===== config.mk =====
export PLATFORM = sky130hd
export DESIGN_NAME = dtmf_spectrum_peak_decider_core
export DESIGN_NICKNAME = d
export VERILOG_FILES = /design/src/rtl/dspd_pkg.sv /design/src/rtl/dspd_peak_cell.sv /design/src/rtl/dspd_tone_match.sv /design/src/rtl/dtmf_spectrum_peak_decider_core.sv
export SDC_FILE = /design/constraint.sdc
export NUM_CORES = 2
export LEC_CHECK = 0
export BUFFER_PORTS_ARGS = -buffer_cell sky130_fd_sc_hd__buf_4
export CAP_MARGIN = 20
export CORE_UTILIZATION = 50
export DETAILED_ROUTE_END_ITERATION = 12
export GPL_TIMING_DRIVEN = 1
export PLACE_DENSITY = 0.67
export SLEW_MARGIN = 20
export SYNTH_ARGS = -nofsm -noshare
export SYNTH_HDL_FRONTEND = slang
export SYNTH_SLANG_ARGS = --single-unit

===== constraint.sdc =====
create_clock -name clk -period 13.2 [get_ports clk]
set_clock_uncertainty 0.1 [all_clocks]
set_input_delay 2.64 -clock clk [delete_from_list [all_inputs] [get_ports clk]]
set_output_delay 2.64 -clock clk [all_outputs]
set_load 0.005 [all_outputs]

===== src/rtl/dspd_pkg.sv =====
// Shared constants, types and tone tables for the DTMF spectrum peak decider.
package dspd_pkg;

  localparam int FFT_SIZE     = 2048;
  localparam int BINS_SCANNED = 1024;
  localparam int FFT_LOG2     = $clog2(FFT_SIZE);
  localparam int BIN_W        = $clog2(BINS_SCANNED);
  localparam int CNT_W        = $clog2(BINS_SCANNED + 1);
  localparam int NUM_PEAKS    = 2;

  localparam int POW_W  = 32;
  localparam int RATE_W = 17;
  localparam int TOL_W  = 10;
  localparam int HZ_W   = 16;
  localparam int PROD_W = BIN_W + RATE_W;
  localparam int KEY_W  = 4;
  localparam int ROW_W  = 2;
  localparam int COL_W  = 2;

  localparam int NUM_ROWS = 4;
  localparam int NUM_COLS = 3;

  localparam int CFG_IDX_W  = 2;
  localparam int CFG_DATA_W = RATE_W;

  localparam logic [CFG_IDX_W-1:0] REG_SAMPLE_RATE = 2'd0;
  localparam logic [CFG_IDX_W-1:0] REG_MATCH_TOL   = 2'd1;

  localparam logic [RATE_W-1:0] SAMPLE_RATE_RST = 17'd8000;
  localparam logic [TOL_W-1:0]  MATCH_TOL_RST   = 10'd50;

  localparam int OUT_DATA_W = 48;

  typedef logic [HZ_W-1:0] hz_t;

  localparam hz_t ROW_TONES [NUM_ROWS] = '{16'd697, 16'd770, 16'd852, 16'd941};
  localparam hz_t COL_TONES [NUM_COLS] = '{16'd1209, 16'd1336, 16'd1477};

  // What one peak cell hands to the next one down the chain.
  typedef struct packed {
    logic              take;
    logic [POW_W-1:0]  power;
    logic [BIN_W-1:0]  bin;
  } dspd_link_t;

endpackage


===== src/rtl/dspd_peak_cell.sv =====
// One slot of the sorted peak chain: holds a bin power and index.
module dspd_peak_cell import dspd_pkg::*; (
  input  logic             clk,
  input  logic             rst_n,
  input  logic             upd,
  input  logic             start,
  input  logic [POW_W-1:0] in_power,
  input  logic [BIN_W-1:0] in_bin,
  input  logic [POW_W-1:0] init_power,
  input  logic [BIN_W-1:0] init_bin,
  input  dspd_link_t       link_in,
  output dspd_link_t       link_out,
  output logic [BIN_W-1:0] bin_nxt_o
);

  logic [POW_W-1:0] power_r, power_nxt;
  logic [BIN_W-1:0] bin_r, bin_nxt;
  logic             beats;

  // Strictly greater, so an equal power keeps the bin seen earlier.
  assign beats = in_power > power_r;

  always_comb begin
    power_nxt = power_r;
    bin_nxt   = bin_r;
    if (upd) begin
      if (start) begin
        power_nxt = init_power;
        bin_nxt   = init_bin;
      end else if (link_in.take) begin
        // The slot above took a new word, so its old content moves down here.
        power_nxt = link_in.power;
        bin_nxt   = link_in.bin;
      end else if (beats) begin
        power_nxt = in_power;
        bin_nxt   = in_bin;
      end
    end
  end

  assign link_out.take  = link_in.take || beats;
  assign link_out.power = power_r;
  assign link_out.bin   = bin_r;
  assign bin_nxt_o      = bin_nxt;

  always_ff @(posedge clk) begin
    if (!rst_n) begin
      power_r <= '0;
      bin_r   <= '0;
    end else begin
      power_r <= power_nxt;
      bin_r   <= bin_nxt;
    end
  end

endmodule


===== src/rtl/dspd_tone_match.sv =====
// Decision pipeline: peak bins to hertz, nearest tones, tolerance check.
module dspd_tone_match import dspd_pkg::*; (
  input  logic                  clk,
  input  logic                  rst_n,
  input  logic                  s_valid,
  output logic                  s_ready,
  input  logic [BIN_W-1:0]      bin_a,
  input  logic [BIN_W-1:0]      bin_b,
  input  logic [RATE_W-1:0]     sample_rate,
  input  logic [TOL_W-1:0]      match_tol,
  output logic                  m_valid,
  input  logic                  m_ready,
  output logic [OUT_DATA_W-1:0] m_data
);

  logic v1_r, v2_r, v3_r, v4_r;
  logic rdy2, rdy3, rdy4;

  logic [BIN_W-1:0]  bin_a_r, bin_b_r;
  logic [PROD_W-1:0] lo_prod_r, hi_prod_r;
  hz_t               lo_hz_r, hi_hz_r, lo_hz4_r, hi_hz4_r;
  hz_t               row_d_r [NUM_ROWS];
  hz_t               col_d_r [NUM_COLS];
  logic              det_r;
  logic [KEY_W-1:0]  key_r;
  logic [ROW_W-1:0]  row_r;
  logic [COL_W-1:0]  col_r;

  assign rdy4    = !v4_r || m_ready;
  assign rdy3    = !v3_r || rdy4;
  assign rdy2    = !v2_r || rdy3;
  assign s_ready = !v1_r || rdy2;

  // Stage 2: order the bins and scale them by the sample rate.
  logic [BIN_W-1:0] lo_bin, hi_bin;
  always_comb begin
    if (bin_a_r < bin_b_r) begin
      lo_bin = bin_a_r;
      hi_bin = bin_b_r;
    end else begin
      lo_bin = bin_b_r;
      hi_bin = bin_a_r;
    end
  end

  // Stage 3: drop the FFT size and saturate to the 16-bit field.
  logic [PROD_W-1:0] lo_sh, hi_sh;
  hz_t               lo_hz, hi_hz;
  assign lo_sh = lo_prod_r >> FFT_LOG2;
  assign hi_sh = hi_prod_r >> FFT_LOG2;
  assign lo_hz = (|lo_sh[PROD_W-1:HZ_W]) ? '1 : lo_sh[HZ_W-1:0];
  assign hi_hz = (|hi_sh[PROD_W-1:HZ_W]) ? '1 : hi_sh[HZ_W-1:0];

  hz_t row_d [NUM_ROWS];
  hz_t col_d [NUM_COLS];
  always_comb begin
    for (int i = 0; i < NUM_ROWS; i++) begin
      row_d[i] = (lo_hz > ROW_TONES[i]) ? lo_hz - ROW_TONES[i] : ROW_TONES[i] - lo_hz;
    end
    for (int j = 0; j < NUM_COLS; j++) begin
      col_d[j] = (hi_hz > COL_TONES[j]) ? hi_hz - COL_TONES[j] : COL_TONES[j] - hi_hz;
    end
  end

  // Stage 4: nearest tone in each table; the first entry wins on a tie.
  hz_t              best_rd, best_cd;
  logic [ROW_W-1:0] r_sel;
  logic [COL_W-1:0] c_sel;
  logic             ok;
  always_comb begin
    best_rd = row_d_r[0];
    r_sel   = '0;
    for (int i = 1; i < NUM_ROWS; i++) begin
      if (row_d_r[i] < best_rd) begin
        best_rd = row_d_r[i];
        r_sel   = ROW_W'(i);
      end
    end
    best_cd = col_d_r[0];
    c_sel   = '0;
    for (int j = 1; j < NUM_COLS; j++) begin
      if (col_d_r[j] < best_cd) begin
        best_cd = col_d_r[j];
        c_sel   = COL_W'(j);
      end
    end
    ok = (best_rd <= HZ_W'(match_tol)) && (best_cd <= HZ_W'(match_tol));
  end

  always_ff @(posedge clk) begin
    if (!rst_n) begin
      v1_r <= 1'b0;
      v2_r <= 1'b0;
      v3_r <= 1'b0;
      v4_r <= 1'b0;
    end else begin
      if (s_ready) v1_r <= s_valid;
      if (rdy2)    v2_r <= v1_r;
      if (rdy3)    v3_r <= v2_r;
      if (rdy4)    v4_r <= v3_r;
    end
  end

  always_ff @(posedge clk) begin
    if (s_ready && s_valid) begin
      bin_a_r <= bin_a;
      bin_b_r <= bin_b;
    end
    if (rdy2 && v1_r) begin
      lo_prod_r <= PROD_W'(lo_bin) * PROD_W'(sample_rate);
      hi_prod_r <= PROD_W'(hi_bin) * PROD_W'(sample_rate);
    end
    if (rdy3 && v2_r) begin
      lo_hz_r <= lo_hz;
      hi_hz_r <= hi_hz;
      row_d_r <= row_d;
      col_d_r <= col_d;
    end
    if (rdy4 && v3_r) begin
      det_r    <= ok;
      key_r    <= ok ? (KEY_W'(r_sel) * KEY_W'(NUM_COLS)) + KEY_W'(c_sel) : '0;
      row_r    <= ok ? r_sel : '0;
      col_r    <= ok ? c_sel : '0;
      lo_hz4_r <= lo_hz_r;
      hi_hz4_r <= hi_hz_r;
    end
  end

  assign m_valid = v4_r;
  assign m_data  = {7'b0, hi_hz4_r, lo_hz4_r, col_r, row_r, key_r, det_r};

endmodule


===== src/rtl/dtmf_spectrum_peak_decider_core.sv =====
// Top level: bin counter, chain of peak cells, config registers, decision pipeline.
// Throughput: one bin word per cycle while in_tready is high; a frame's result follows its last bin.
// After the edge that accepts the last bin, the result moves through the peak pair, product,
// hertz/distance and output registers before out_tvalid rises.
// in_tready drops only when all four result stages hold words the sink has not taken.
// Synchronous reset clears peaks, bin counter and pipeline and loads 8000 Hz and 50 Hz.
module dtmf_spectrum_peak_decider_core import dspd_pkg::*; (
  input  logic                  clk,
  input  logic                  rst_n,
  input  logic                  in_tvalid,
  output logic                  in_tready,
  input  logic [POW_W-1:0]      in_tdata,  // bin_power
  input  logic                  in_tlast,  // last_bin
  output logic                  out_tvalid,
  input  logic                  out_tready,
  // detected, key_code, row_index, col_index, low_peak_hz, high_peak_hz, zero fill
  output logic [OUT_DATA_W-1:0] out_tdata,
  input  logic                  cfg_we,
  input  logic [CFG_IDX_W-1:0]  cfg_index,
  input  logic [CFG_DATA_W-1:0] cfg_wdata
);

  logic [RATE_W-1:0] rate_r;
  logic [TOL_W-1:0]  tol_r;
  logic [CNT_W-1:0]  cnt_r;
  logic              accept, scanned, start, m_ready;

  always_ff @(posedge clk) begin
    if (!rst_n) begin
      rate_r <= SAMPLE_RATE_RST;
      tol_r  <= MATCH_TOL_RST;
    end else if (cfg_we) begin
      unique case (cfg_index)
        REG_SAMPLE_RATE: rate_r <= cfg_wdata[RATE_W-1:0];
        REG_MATCH_TOL:   tol_r  <= cfg_wdata[TOL_W-1:0];
        default: ;
      endcase
    end
  end

  assign in_tready = m_ready;
  assign accept    = in_tvalid && in_tready;
  assign scanned   = cnt_r < CNT_W'(BINS_SCANNED);
  assign start     = cnt_r == '0;

  // Counter holds the index of the next bin and saturates past the scanned range.
  always_ff @(posedge clk) begin
    if (!rst_n) begin
      cnt_r <= '0;
    end else if (accept) begin
      if (in_tlast) cnt_r <= '0;
      else if (scanned) cnt_r <= cnt_r + 1'b1;
    end
  end

  dspd_link_t       link [NUM_PEAKS+1];
  logic [BIN_W-1:0] bin_nxt [NUM_PEAKS];

  assign link[0] = '{take: 1'b0, power: '0, bin: '0};

  // Cell 0 keeps the strongest bin; a frame starts as bin 0 and a zero-power bin 1.
  for (genvar k = 0; k < NUM_PEAKS; k++) begin : g_cell
    dspd_peak_cell u_cell (
      .clk        (clk),
      .rst_n      (rst_n),
      .upd        (accept && scanned),
      .start      (start),
      .in_power   (in_tdata),
      .in_bin     (cnt_r[BIN_W-1:0]),
      .init_power ((k == 0) ? in_tdata : '0),
      .init_bin   (BIN_W'(k)),
      .link_in    (link[k]),
      .link_out   (link[k+1]),
      .bin_nxt_o  (bin_nxt[k])
    );
  end

  dspd_tone_match u_match (
    .clk         (clk),
    .rst_n       (rst_n),
    .s_valid     (accept && in_tlast),
    .s_ready     (m_ready),
    .bin_a       (bin_nxt[0]),
    .bin_b       (bin_nxt[1]),
    .sample_rate (rate_r),
    .match_tol   (tol_r),
    .m_valid     (out_tvalid),
    .m_ready     (out_tready),
    .m_data      (out_tdata)
  );

endmodule

### After elaboration in Yosys (flattened, before gate mapping)

Cells that the tools add are included.

| storage, ports and cells | value |
|---|---|
| memories | 0 |
| ROM bits | 0 |
| bits in registers | 385 |
| output and inout port bits | 50 |
| RAM bits | 0 |
| bits in latches | 0 |
| logic and storage cells | 127 |

| operators by class | value |
|---|---|
| $mul | 3 |
| divide/modulo/power cells | 0 |
| equality and inequality tests | 1 |
| bitwise operators | 0 |
| muxes and demuxes | 33 |
| reductions and logical operators | 26 |
| $add $sub $neg | 16 |
| shift-type cells | 0 |
| magnitude comparators | 18 |

Operator list:

| cell | number |
|---|---|
| 2-to-1 mux 16 bit | 12 |
| 2-to-1 mux 32 bit | 5 |
| 2-to-1 mux 10 bit | 9 |
| < comparator 16 bit | 5 |
| greater-than comparator 16 x 10 -> 1 bit (second input constant) | 4 |
| greater-than comparator 32 bit | 2 |
| subtractor 10 x 16 -> 16 bit (first input constant) | 4 |
| subtractor 16 x 10 -> 16 bit (second input constant) | 4 |
| multiplier 10 x 17 -> 27 bit | 2 |
| greater-than comparator 16 x 11 -> 1 bit (second input constant) | 3 |
| subtractor 11 x 16 -> 16 bit (first input constant) | 3 |
| subtractor 16 x 11 -> 16 bit (second input constant) | 3 |
| less-or-equal comparator 16 x 10 -> 1 bit | 2 |
| 2-to-1 mux 11 bit | 2 |
| adder 11 x 1 -> 11 bit (second input constant) | 1 |
| zero test 11 bit | 1 |
| < comparator 11 bit (second input constant) | 1 |
| < comparator 10 bit | 1 |
| AND reduction 2 bit | 5 |
| logical AND 1 bit | 8 |
| 2-to-1 mux 2 bit | 3 |
| adder 4 x 2 -> 4 bit | 1 |
| zero test 1 bit | 4 |
| logical OR 1 bit | 4 |
| other kinds (6) | 8 |

### Logic depth before layout (Yosys ltp)

| depth | value |
|---|---|
| depth in word-level cells | 8 |
| gate-level depth with buffers | 41 |

### Modules after synthesis

A second synthesis with hierarchy kept.

| second synthesis, totals | value |
|---|---|
| cells, all modules | 3516 |
| area, all modules | 33440.8 um^2 |

By module, submodules not included:

| module | instances | cells an instance | area each (um^2) | seq. area each (um^2) |
|---|---|---|---|---|
| dspd_tone_match | 1 | 2451 | 24447.2 | 7106.8 |
| dspd_peak_cell | 2 | 440 | 3721.1 | 840.8 |
| dtmf_spectrum_peak_decider_core | 1 | 185 | 1551.5 | 760.7 |

### Least setup slack after synthesis

No wires, ideal clock.

| timing | value |
|---|---|
| path type | input -> register |
| from | input port out_tready |
| to | register u_match.col_d_r[0] (netlist bit) (enable) |
| cell stages on the path | 2 |
| data required time | 12.243 ns |
| data arrival time | 12.899 ns |
| path slack | -0.656 ns |
| setup time | 0.857 ns |
| cell sequence | nor2b_1 -> a21boi_0 |

| between the ends | value |
|---|---|
| word-level cells in the longest chain between the ends | 3 |

Ends and longest elaborated chain:

| element | RTL line | source |
|---|---|---|
| from (decl) | dtmf_spectrum_peak_decider_core.sv:15 | `input logic out_tready,` |
| logical OR 1 bit | dspd_tone_match.sv:29 | `assign rdy4 = !v4_r \|\| m_ready;` |
| logical OR 1 bit | dspd_tone_match.sv:30 | `assign rdy3 = !v3_r \|\| rdy4;` |
| logical AND 1 bit | dspd_tone_match.sv:113 | `if (rdy3 && v2_r) begin` |
| to (signal assigned) | dspd_tone_match.sv:117 | `col_d_r <= col_d;` |
| to (decl) | dspd_tone_match.sv:23 | `hz_t col_d_r [NUM_COLS];` |

No other way between the ends.
A chain may end at the register's enable or synchronous reset.

### Worst setup path after layout

| timing | value |
|---|---|
| from | register u_match.row_d_r[45] (netlist bit) |
| to | register u_match.col_r[0] (data pin) |

| between the ends | value |
|---|---|
| word-level cells in the longest chain between the ends | 8 |

Ends and longest elaborated chain:

| element | RTL line | source |
|---|---|---|
| from (decl) | dspd_tone_match.sv:22 | `hz_t row_d_r [NUM_ROWS];` |
| from (signal assigned) | dspd_tone_match.sv:116 | `row_d_r <= row_d;` |
| < comparator 16 bit | dspd_tone_match.sv:74 | `if (row_d_r[i] < best_rd) begin` |
| 2-to-1 mux 16 bit (*) | dspd_tone_match.sv:74 |  |
| < comparator 16 bit | dspd_tone_match.sv:74 |  |
| 2-to-1 mux 16 bit (*) | dspd_tone_match.sv:74 |  |
| < comparator 16 bit | dspd_tone_match.sv:74 |  |
| 2-to-1 mux 16 bit (*) | dspd_tone_match.sv:74 |  |
| less-or-equal comparator 16 x 10 -> 1 bit (*) | dspd_tone_match.sv:87 | `ok = (best_rd <= HZ_W'(match_tol)) && (best_cd <= HZ_W'(match_tol));` |
| logical AND 1 bit (*) | dspd_tone_match.sv:87 |  |
| to (signal assigned) | dspd_tone_match.sv:123 | `col_r <= ok ? c_sel : '0;` |
| to (decl) | dspd_tone_match.sv:27 | `logic [COL_W-1:0] col_r;` |

Mark *: on every way between the ends. The rest lies on a longest branch, timed or not.

==> impl_metrics.env <==
export IMPL_status="complete, no violations"
export IMPL_track_usage=0.244
export IMPL_portBuffers=99
export IMPL_finalCriticalPeriod_ps=9350
export IMPL_slowest_stage="o21a_2"
export IMPL_critPathMostFrequentCell="a21o_1"
export IMPL_boundaryPins=107
export IMPL_synth_top_area_frac=0.229
export IMPL_timing_final_crit_share=0.708
export IMPL_drt_iter0_markers=1224
export IMPL_synth_area_leader_cell="edfxtp_1"
export IMPL_cts_resized_gates=0
export IMPL_avgRoutedWirePerCell_microns=18.7
export IMPL_max_freq_mhz=107
export IMPL_cts_root_buffer="clkbuf_16"
export IMPL_seq_area_frac_synth=0.311
export IMPL_antenna_found_initial=0
export IMPL_cts_setup_buffers=0
export IMPL_grt_max_degree=81
export IMPL_p_leak_nw=14.7
export IMPL_drv_slew=0
export IMPL_yosys_warnings=0
export IMPL_startpoint_type="register"
export IMPL_fill_cells=5340
export IMPL_core_area_sq_mm=0.0606
export IMPL_worstSetupPathType="register to register"
export IMPL_ctsHtreeMaxLevel=2
export IMPL_cts_hold_buf=0
export IMPL_initial_core_util=0.508
export IMPL_grt_pass1_wl_microns=123000
export IMPL_multi_input_area_sq_mm=0.0193
export IMPL_cp_required_ps=13480
export IMPL_layout_nets=3823
export IMPL_fin_setup_tns_ps=0
export IMPL_cts_buffers_inserted=42
export IMPL_synthCells=3192
export IMPL_async_reset_ff_frac=0
export IMPL_slew_headroom=0.237
export IMPL_syn_avg_cell_area_sq_um=9.63
export IMPL_synth_area_leaders="edfxtp_1, fa_1, ha_1"
export IMPL_vdd_drop_max_v=0.000169
export IMPL_hp_class="register to register"
export IMPL_die_area_sq_mm=0.0625
export IMPL_finalWirelength_microns=75400
export IMPL_syn_to_final_growth_pct=9.04
export IMPL_slowest_delay_ps=680
export IMPL_synth_edf_count=234
export IMPL_finalSetupViolations=0
export IMPL_grt_ovfl_total=0
export IMPL_rrSetupSlack_ps=3850
export IMPL_met3_usage=0.0346
export IMPL_viasPerCell=5.71
export IMPL_clk_path_buf_depth=3
export IMPL_rows=90
export IMPL_rsz0062_at_grt="false"
export IMPL_worst_pin_slew_ps=1140
export IMPL_grtUsageMet2=0.402
export IMPL_die_h_microns=250
export IMPL_place_hpwl_microns=56400
export IMPL_ys_dominant_reg_cell="edfxtp_1"
export IMPL_grt_pass1_vias=23500
export IMPL_die_w_microns=250
export IMPL_crit_fanout=36
export IMPL_gr_max_usage_layer="met2"
export IMPL_drcViolationCount=0
export IMPL_antenna_cells=0
export IMPL_end_kind="register"
export IMPL_whs_ps=318
export IMPL_arrival_ps=9630
export IMPL_drive_above_1_share=0.0757
export IMPL_p_per_area_mw_per_mm2=178
export IMPL_synth_common_cells="nand2_1, inv_1, ha_1"
export IMPL_drt_pass1_iter_count=5
export IMPL_synth_cell_types=83
export IMPL_cts_tree="done"
export IMPL_cap_violations=0
export IMPL_antenna_left=0
export IMPL_cts_sinks=360
export IMPL_synth_area_sq_mm=0.0308
export IMPL_seqCellArea_sq_mm=0.00955
export IMPL_synth_most_common_cell="nand2_1"
export IMPL_ys_ff_latch=360
export IMPL_clk_pin_slew_ps=60
export IMPL_gp_congestion=0.900
export IMPL_route_vias_total=23000
export IMPL_final_hold_violation_count=0
export IMPL_worstSkewPairLatency_ps=560
export IMPL_met1_usage=0.335
## power by group
| part | switching, mW | internal [mW] |
|---|---|---|
| clock | 0.465 | 0.685 |
| combinational | 1.78 | 1.34 |
| sequential | 0.190 | 1.50 |
## cells in the final DEF (no fill, tap or decap), types with 11 or more instances in the layout
master | netlist | final
mux2_2 | 17 | 17
o211ai_1 | 18 | 18
nand2b_1 | 35 | 35
nand3_1 | 51 | 51
o21ai_1 | 15 | 12
clkbuf_16 | 0 | 42
and3_1 | 13 | 13
fa_1 | 236 | 236
o31ai_1 | 29 | 29
inv_1 | 346 | 345
a31oi_1 | 14 | 14
o2bb2ai_1 | 33 | 33
nand4_1 | 37 | 37
and2_1 | 38 | 38
o21ai_0 | 105 | 104
o21a_1 | 22 | 21
edfxtp_1 | 234 | 234
buf_4 | 13 | 135
xor2_1 | 48 | 48
a21o_1 | 52 | 52
nor3_1 | 27 | 27
mux2i_1 | 95 | 93
ha_1 | 313 | 313
or3_1 | 15 | 15
nand2_1 | 349 | 349
a21oi_1 | 189 | 188
a32o_1 | 11 | 11
nor2b_1 | 138 | 136
xnor2_1 | 79 | 79
nor2_1 | 211 | 211
dfxtp_1 | 126 | 126
## state kept, by name, indices dropped and copies added (netlist names), 17 cells and up
register	count
g_cell.u_cell.bin_r	20
g_cell.u_cell.power_r	64
rate_r	17
u_match.col_d_r	48
u_match.row_d_r	63
## cell families (layout without fill, tap and decap cells)
kind of cell,Yosys count,count (layout),share of synthesized area
buffers and inverters,507,558,0.0644
AND/OR/NAND/NOR,961,961,0.149
adder cells (fa/ha/maj),549,549,0.281
other,1,7,0.000122
AO/OA/AOI/OAI,572,572,0.121
multiplexers,115,115,0.0382
flip-flops,360,360,0.311
XOR/XNOR,127,127,0.0362
## metal layers
metal | up-vias | part of all wire
li1 | 10900 | -
met1 | 11400 | 0.46
met2 | 573 | 0.47
met3 | 99 | 0.052
met4 | 0 | 0.024
met5 | - | 0
## layout make-up
type | instances | share of cell area
Clock buffer | 57 | 0.0351
Clock inverter | 19 | 0.00567
Inverter | 347 | 0.0388
Multi-Input combinational cell | 2331 | 0.576
Sequential cell | 360 | 0.285
Tap cell | 782 | 0.0292
Timing Repair Buffer | 135 | 0.0302
## final timing paths
kind	from	to	cells after the start
setup / recovery	u_match.row_d_r[45]	u_match.col_r[0]	34
setup reg to reg	u_match.row_d_r[45]	u_match.col_r[0]	34
hold / removal	u_match.lo_hz_r[8]	u_match.lo_hz4_r[8]	0
hold reg to reg	u_match.lo_hz_r[8]	u_match.lo_hz4_r[8]	0
## critical path: cells and delay by family, from the launching register on
family          cells  cell delay, ps
buf+inv             2             930
compound gates     23            5250
simple gates        5            1140
fa+ha+maj           4            1320
flops               1             420
## per-stage QoR
stage	power, mW	worst slack, ps	cells	util	cell area [sq um]
after global placement	4.73	3960	3955	0.531	32200
after detailed placement	4.82	3490	3955	0.531	32200
after floorplan	4.05	3070	3198	-	30800
after global routing	6.45	2930	4031	0.553	33500
after CTS	6.01	3430	4031	0.553	33500
final	5.97	3850	4031	0.553	33500
Note: power is estimated with default switching activity, not from simulation.
